===== config.mk =====
export PLATFORM = sky130hd
export DESIGN_NAME = signed_binary_to_decimal_ascii_core_flat
export DESIGN_NICKNAME = d
export VERILOG_FILES = /design/src/rtl/sbda_pkg.sv /design/src/rtl/sbda_if.sv /design/src/rtl/sbda_cell.sv /design/src/rtl/sbda_serial.sv /design/src/rtl/signed_binary_to_decimal_ascii_core.sv /design/src/flat_wrapper.sv
export SDC_FILE = /design/constraint.sdc
export NUM_CORES = 2
export LEC_CHECK = 0
export ABC_CLOCK_PERIOD_IN_PS = 9250
export CAP_MARGIN = 20
export CORE_MARGIN = 2
export CORE_UTILIZATION = 66
export CTS_CLUSTER_SIZE = 30
export DETAILED_ROUTE_END_ITERATION = 8
export DONT_BUFFER_PORTS = 1
export PLACE_DENSITY = 0.82
export SYNTH_ARGS = -nofsm -noshare
export SYNTH_HDL_FRONTEND = slang
export SYNTH_HIERARCHICAL = 1
export SYNTH_SLANG_ARGS = --single-unit
export TNS_END_PERCENT = 100

===== constraint.sdc =====
create_clock -name clk -period 9.25 [get_ports clk]
set_input_delay 0.925 -clock clk [delete_from_list [all_inputs] [get_ports clk]]
set_output_delay 0.925 -clock clk [all_outputs]
set_load 0.01 [all_outputs]

===== src/rtl/sbda_pkg.sv =====
`default_nettype none

package sbda_pkg;

  localparam int DATA_W     = 32;
  localparam int NUM_DIGITS = 10;
  localparam int BCD_W      = 4 * NUM_DIGITS;
  localparam int CHAR_W     = 7;
  // one shift-and-adjust cell per input bit
  localparam int N_CELLS    = DATA_W;
  localparam int CNT_W      = $clog2(NUM_DIGITS + 1);

  // character slot of the final digit (slot 0 is the sign)
  localparam logic [CNT_W-1:0] LAST_IDX = CNT_W'(NUM_DIGITS);

  localparam logic [CHAR_W-1:0] CHAR_ZERO  = 7'h30;
  localparam logic [CHAR_W-1:0] CHAR_MINUS = 7'h2D;
  localparam logic [CHAR_W-1:0] CHAR_PLUS  = 7'h2B;

  // word carried along the cell chain
  typedef struct packed {
    logic              neg;
    logic [BCD_W-1:0]  bcd;
    logic [DATA_W-1:0] bin;
  } cell_data_t;

endpackage

`default_nettype wire


===== src/rtl/sbda_if.sv =====
`default_nettype none

interface sbda_in_if import sbda_pkg::*; ();
  logic              valid;
  logic              ready;
  logic [DATA_W-1:0] value;

  modport source (output valid, output value, input ready);
  modport sink   (input valid, input value, output ready);
endinterface

interface sbda_out_if import sbda_pkg::*; ();
  logic              valid;
  logic              ready;
  logic [CHAR_W-1:0] ascii_char;
  logic              last_char;

  modport source (output valid, output ascii_char, output last_char, input ready);
  modport sink   (input valid, input ascii_char, input last_char, output ready);
endinterface

`default_nettype wire


===== src/rtl/sbda_cell.sv =====
`default_nettype none

// One double-dabble step: add 3 to every digit of 5 or more, then shift
// the next binary bit into the BCD word.
module sbda_cell import sbda_pkg::*; (
  input  logic       clk,
  input  logic       rst,
  input  logic       up_valid,
  output logic       up_ready,
  input  cell_data_t up_data,
  output logic       dn_valid,
  input  logic       dn_ready,
  output cell_data_t dn_data
);

  logic [BCD_W-1:0] adj;

  always_comb begin
    for (int j = 0; j < NUM_DIGITS; j++) begin
      if (up_data.bcd[4*j +: 4] >= 4'd5) begin
        adj[4*j +: 4] = up_data.bcd[4*j +: 4] + 4'd3;
      end else begin
        adj[4*j +: 4] = up_data.bcd[4*j +: 4];
      end
    end
  end

  assign up_ready = !dn_valid || dn_ready;

  always_ff @(posedge clk) begin
    if (rst) begin
      dn_valid <= 1'b0;
    end else if (up_ready) begin
      dn_valid <= up_valid;
    end
  end

  always_ff @(posedge clk) begin
    if (up_valid && up_ready) begin
      dn_data.neg <= up_data.neg;
      dn_data.bcd <= {adj[BCD_W-2:0], up_data.bin[DATA_W-1]};
      dn_data.bin <= {up_data.bin[DATA_W-2:0], 1'b0};
    end
  end

endmodule

`default_nettype wire


===== src/rtl/sbda_serial.sv =====
`default_nettype none

// Holds one converted value and sends sign then ten digits, one a request.
module sbda_serial import sbda_pkg::*; (
  input  logic         clk,
  input  logic         rst,
  input  logic         up_valid,
  output logic         up_ready,
  input  cell_data_t   up_data,
  sbda_out_if.source   chr
);

  logic              busy;
  logic [CNT_W-1:0]  cnt;
  logic              neg;
  logic [BCD_W-1:0]  bcd;
  logic              take;
  logic              done;

  assign take     = chr.valid && chr.ready;
  assign done     = take && (cnt == LAST_IDX);
  assign up_ready = !busy || done;

  assign chr.valid     = busy;
  assign chr.last_char = (cnt == LAST_IDX);

  always_comb begin
    if (cnt == '0) begin
      chr.ascii_char = neg ? CHAR_MINUS : CHAR_PLUS;
    end else begin
      chr.ascii_char = CHAR_ZERO + CHAR_W'(bcd[BCD_W-1 -: 4]);
    end
  end

  always_ff @(posedge clk) begin
    if (rst) begin
      busy <= 1'b0;
      cnt  <= '0;
    end else if (up_valid && up_ready) begin
      busy <= 1'b1;
      cnt  <= '0;
    end else if (done) begin
      busy <= 1'b0;
    end else if (take) begin
      cnt <= cnt + CNT_W'(1);
    end
  end

  // top nibble is always the digit on show
  always_ff @(posedge clk) begin
    if (up_valid && up_ready) begin
      neg <= up_data.neg;
      bcd <= up_data.bcd;
    end else if (take && (cnt != '0)) begin
      bcd <= {bcd[BCD_W-5:0], 4'b0000};
    end
  end

  a_digit_range: assert property (@(posedge clk) disable iff (rst)
    busy && (cnt != '0) |-> bcd[BCD_W-1 -: 4] <= 4'd9)
    else $error("digit out of decimal range");

  a_bin_drained: assert property (@(posedge clk) disable iff (rst)
    up_valid |-> up_data.bin == '0)
    else $error("binary bits left after last cell");

  a_cnt_bound: assert property (@(posedge clk) disable iff (rst)
    cnt <= LAST_IDX)
    else $error("character slot beyond last digit");

  a_stall_hold: assert property (@(posedge clk) disable iff (rst)
    busy && !chr.ready |=> busy && $stable(cnt))
    else $error("serialiser moved while stalled");

endmodule

`default_nettype wire


===== src/rtl/signed_binary_to_decimal_ascii_core.sv =====
`default_nettype none

// Signed binary to decimal ASCII converter.
// num (sink): one signed 32-bit value per request.
// chr (source): eleven characters per value, the sign '-' or '+' first,
//   then ten decimal digits most significant first with leading zeros;
//   last_char marks the tenth digit. The most negative value converts to
//   "-2147483648".
// The magnitude enters a chain of 32 double-dabble cells, one input bit
// per cell, each cell a register stage with its own valid. Cells hand
// data on every cycle the next stage can take it and close up bubbles,
// so several values may be in flight at once.
// The sign appears once the value has passed all 32 cells into the
// serialiser. Throughput is bounded by the single character port; the
//   serialiser reloads in the cycle its last digit is taken.
// Stalls: when chr.ready is low the current character holds; the chain
//   keeps filling until all 32 cells are full, then num.ready drops.
// Reset clears all valid flags and the serialiser; nothing is emitted.
module signed_binary_to_decimal_ascii_core import sbda_pkg::*; (
  input  logic       clk,
  input  logic       rst,
  sbda_in_if.sink    num,
  sbda_out_if.source chr
);

  logic [DATA_W-1:0] mag;
  logic              valid [0:N_CELLS];
  logic              ready [0:N_CELLS];
  cell_data_t        data  [0:N_CELLS];

  // unsigned magnitude, so the most negative value needs no special case
  assign mag = num.value[DATA_W-1] ? (~num.value + DATA_W'(1)) : num.value;

  assign valid[0]    = num.valid;
  assign num.ready   = ready[0];
  assign data[0].neg = num.value[DATA_W-1];
  assign data[0].bcd = '0;
  assign data[0].bin = mag;

  for (genvar g = 0; g < N_CELLS; g++) begin : g_cell
    sbda_cell u_cell (
      .clk      (clk),
      .rst      (rst),
      .up_valid (valid[g]),
      .up_ready (ready[g]),
      .up_data  (data[g]),
      .dn_valid (valid[g+1]),
      .dn_ready (ready[g+1]),
      .dn_data  (data[g+1])
    );
  end

  sbda_serial u_serial (
    .clk      (clk),
    .rst      (rst),
    .up_valid (valid[N_CELLS]),
    .up_ready (ready[N_CELLS]),
    .up_data  (data[N_CELLS]),
    .chr      (chr)
  );

endmodule

`default_nettype wire


===== src/flat_wrapper.sv =====
// flat-port wrapper written by rule: the top's interface ports become plain ports
module signed_binary_to_decimal_ascii_core_flat import sbda_pkg::*;
  (clk, rst, num_valid, num_value, num_ready, chr_valid, chr_ascii_char, chr_last_char, chr_ready);
  sbda_in_if num_i ();
  sbda_out_if chr_i ();
  input  logic clk;
  input  logic rst;
  input wire logic [$bits(num_i.valid)-1:0] num_valid;
  input wire logic [$bits(num_i.value)-1:0] num_value;
  output wire logic [$bits(num_i.ready)-1:0] num_ready;
  output wire logic [$bits(chr_i.valid)-1:0] chr_valid;
  output wire logic [$bits(chr_i.ascii_char)-1:0] chr_ascii_char;
  output wire logic [$bits(chr_i.last_char)-1:0] chr_last_char;
  input wire logic [$bits(chr_i.ready)-1:0] chr_ready;
  assign num_i.valid = num_valid;
  assign num_i.value = num_value;
  assign num_ready = num_i.ready;
  assign chr_valid = chr_i.valid;
  assign chr_ascii_char = chr_i.ascii_char;
  assign chr_last_char = chr_i.last_char;
  assign chr_i.ready = chr_ready;
  signed_binary_to_decimal_ascii_core u_core (.clk(clk), .rst(rst), .num(num_i), .chr(chr_i));
endmodule

==> metrics <==
status finished, final reports clean; Vias 50.3k; port buffer count 0; Die Span Y 374 um; Setup crit end kind output pin; first-pass GRT wire length 237 mm; Leakage Power 38.5 nW; vias in the first global route 51.7k; Design Area, Final 99500 sq um; P&R area growth vs syn 10.1%; vias per inst 5.31; Tcrit/Tclk final 0.947; sequential cell area 56300 sq um; Detailed Place HPWL 99.1 mm; layout cells sized above 1 0.0925; Total GRT Usage 0.206; Fill cells 8165; Cells after Synth 7193; commonest cells after routing, fill and taps aside edfxtp_1, nand2_1, inv_1; Avg Cell Area, Syn 12.6 sq um; fmax 114 MHz; Die X 374 um; endpoints failing setup 0; die area 140000 sq um; clk slew on worst S/H paths 0.06 ns; drt pass-1 iters 6; initial antenna violation count 1; routed length per instance 15.1 um; CTS tree yes; Netlist Area Pre-Place 90400 sq um; largest net degree at the start of global routing 73; worst setup path class flop to output pin; root buf cell clkbuf_16; Slew @ Worst Pin 1.09 ns; Peak VDD IR 0.188 mV; Initial Util 0.667; Clock Path Buffers 3; number of CTS-inserted buffers 183; Slew Limit Headroom 0.273; final antenna-violating net count 0; num ports 46; Util after Layout 0.734; grt total ovfl 0; Iteration-0 DRC Markers 2838; required time worst endpoint 8.33 ns; Crit path top cell by count nand2b_1; final WL 143 mm; area of the multi-input gates 32000 sq um; fin nets 8211; cts hold-fix bufs 0; Core Region 136000 sq um; Min-Delay Path Class primary input to flop; clock sinks 1886; total of max-cap violations 0; Final min period 8.76 ns; crit-path max FO 4; crit path DAT 7.83 ns; Site Rows 135; Critical Path Slowest Stage Cell dfxtp_2; startpoint types flop; final hold violation count 0; n_diodes 0; slowest stage delay, CP 0.36 ns; Post-route DRC 0; clk_lat worst skew 0.80 ns; GPL Wtd Cong 0.818; fin. max-slew vios 0; area post-placement 93300 sq um; power density of the placed cells 172 nW/um^2; H-tree depth 4; leading cell type in the layout, fill and taps excluded edfxtp_1; Ys Warns 6; clk_skew 0.0377 ns
-- layer usage --
| metal | GRT usage | part of all wire | routed length (um) |
|---|---|---|---|
| met2 | 0.394 | 0.54 | 77900 |
| met1 | 0.232 | 0.39 | 56600 |
| met5 | 0 | 0 | 0 |
| met3 | 0.0276 | 0.033 | 4700 |
| met4 | 0.0740 | 0.029 | 4120 |
-- critical path, delay by kind of cell (launching register included) --
| family | cells | cell delay [ns] |
|---|---|---|
| fa+ha+maj | 1 | 0.25 |
| buf+inv | 1 | 0.08 |
| flops | 1 | 0.36 |
| simple gates | 34 | 6.35 |
-- registers in the layout, indices dropped and copies added (netlist names) --
signal and count:
u_core/u_serial/cnt 4, u_core/u_serial/bcd 40, u_core/u_serial/chr.valid 1, u_core/g_cell.u_cell/dn_data 1808, u_core/g_cell.u_cell/dn_valid 32, u_core/u_serial/neg 1
-- worst paths after layout --
check	start	endpoint	depth (start not counted)	slack (ns)
max	u_core/u_serial/cnt[0]	num_ready	36	0.49
min	rst	u_core/u_serial/cnt[0]	1	0.20
max reg2reg	u_core/u_serial/cnt[0]	u_core/g_cell[0].u_cell/dn_data[59]	38	1.20
min reg2reg	u_core/g_cell[7].u_cell/dn_data[21]	u_core/g_cell[8].u_cell/dn_data[22]	0	0.41
-- where the power goes --
part / internal, mW / total, mW / switching, mW
Sequential: 9.35 / 9.40 / 0.0490
Clock: 4.28 / 7.41 / 3.13
Combinational: 0.111 / 0.265 / 0.154
-- what timing repair did --
| action | 4_1_cts | 5_1_grt |
|---|---|---|
| resized for setup | 0 | 4 |
| setup endpoints to repair | 0 | 1 |
| setup buffers | 0 | 0 |
-- through the flow --
stage / setup slack (ns) / setup TNS [ns] / instances / total power [mW] / hold WS, ns
after floorplan: 1.68 / 0 / 7327 / 9.78 / 0.400
after global placement: 1.22 / 0 / 9119 / 9.81 / 0.400
after detailed placement: 1.12 / 0 / 9120 / 9.84 / 0.405
after CTS: 0.376 / 0 / 9464 / 17.2 / 0.138
after global routing: -0.00460 / -0.00460 / 9471 / 17.6 / 0.160
final: 0.491 / 0 / 9471 / 17.1 / 0.199
-- cell type report --
| cell class | instances | area share |
|---|---|---|
| Timing Repair Buffer | 30 | 0.00335 |
| Tap cell | 1781 | 0.0224 |
| Clock buffer | 240 | 0.0507 |
| Sequential cell | 1886 | 0.566 |
| Multi-Input combinational cell | 4753 | 0.322 |
| Clock inverter | 104 | 0.0103 |
| Inverter | 677 | 0.0255 |
Power figures use the tool's default switching activity.
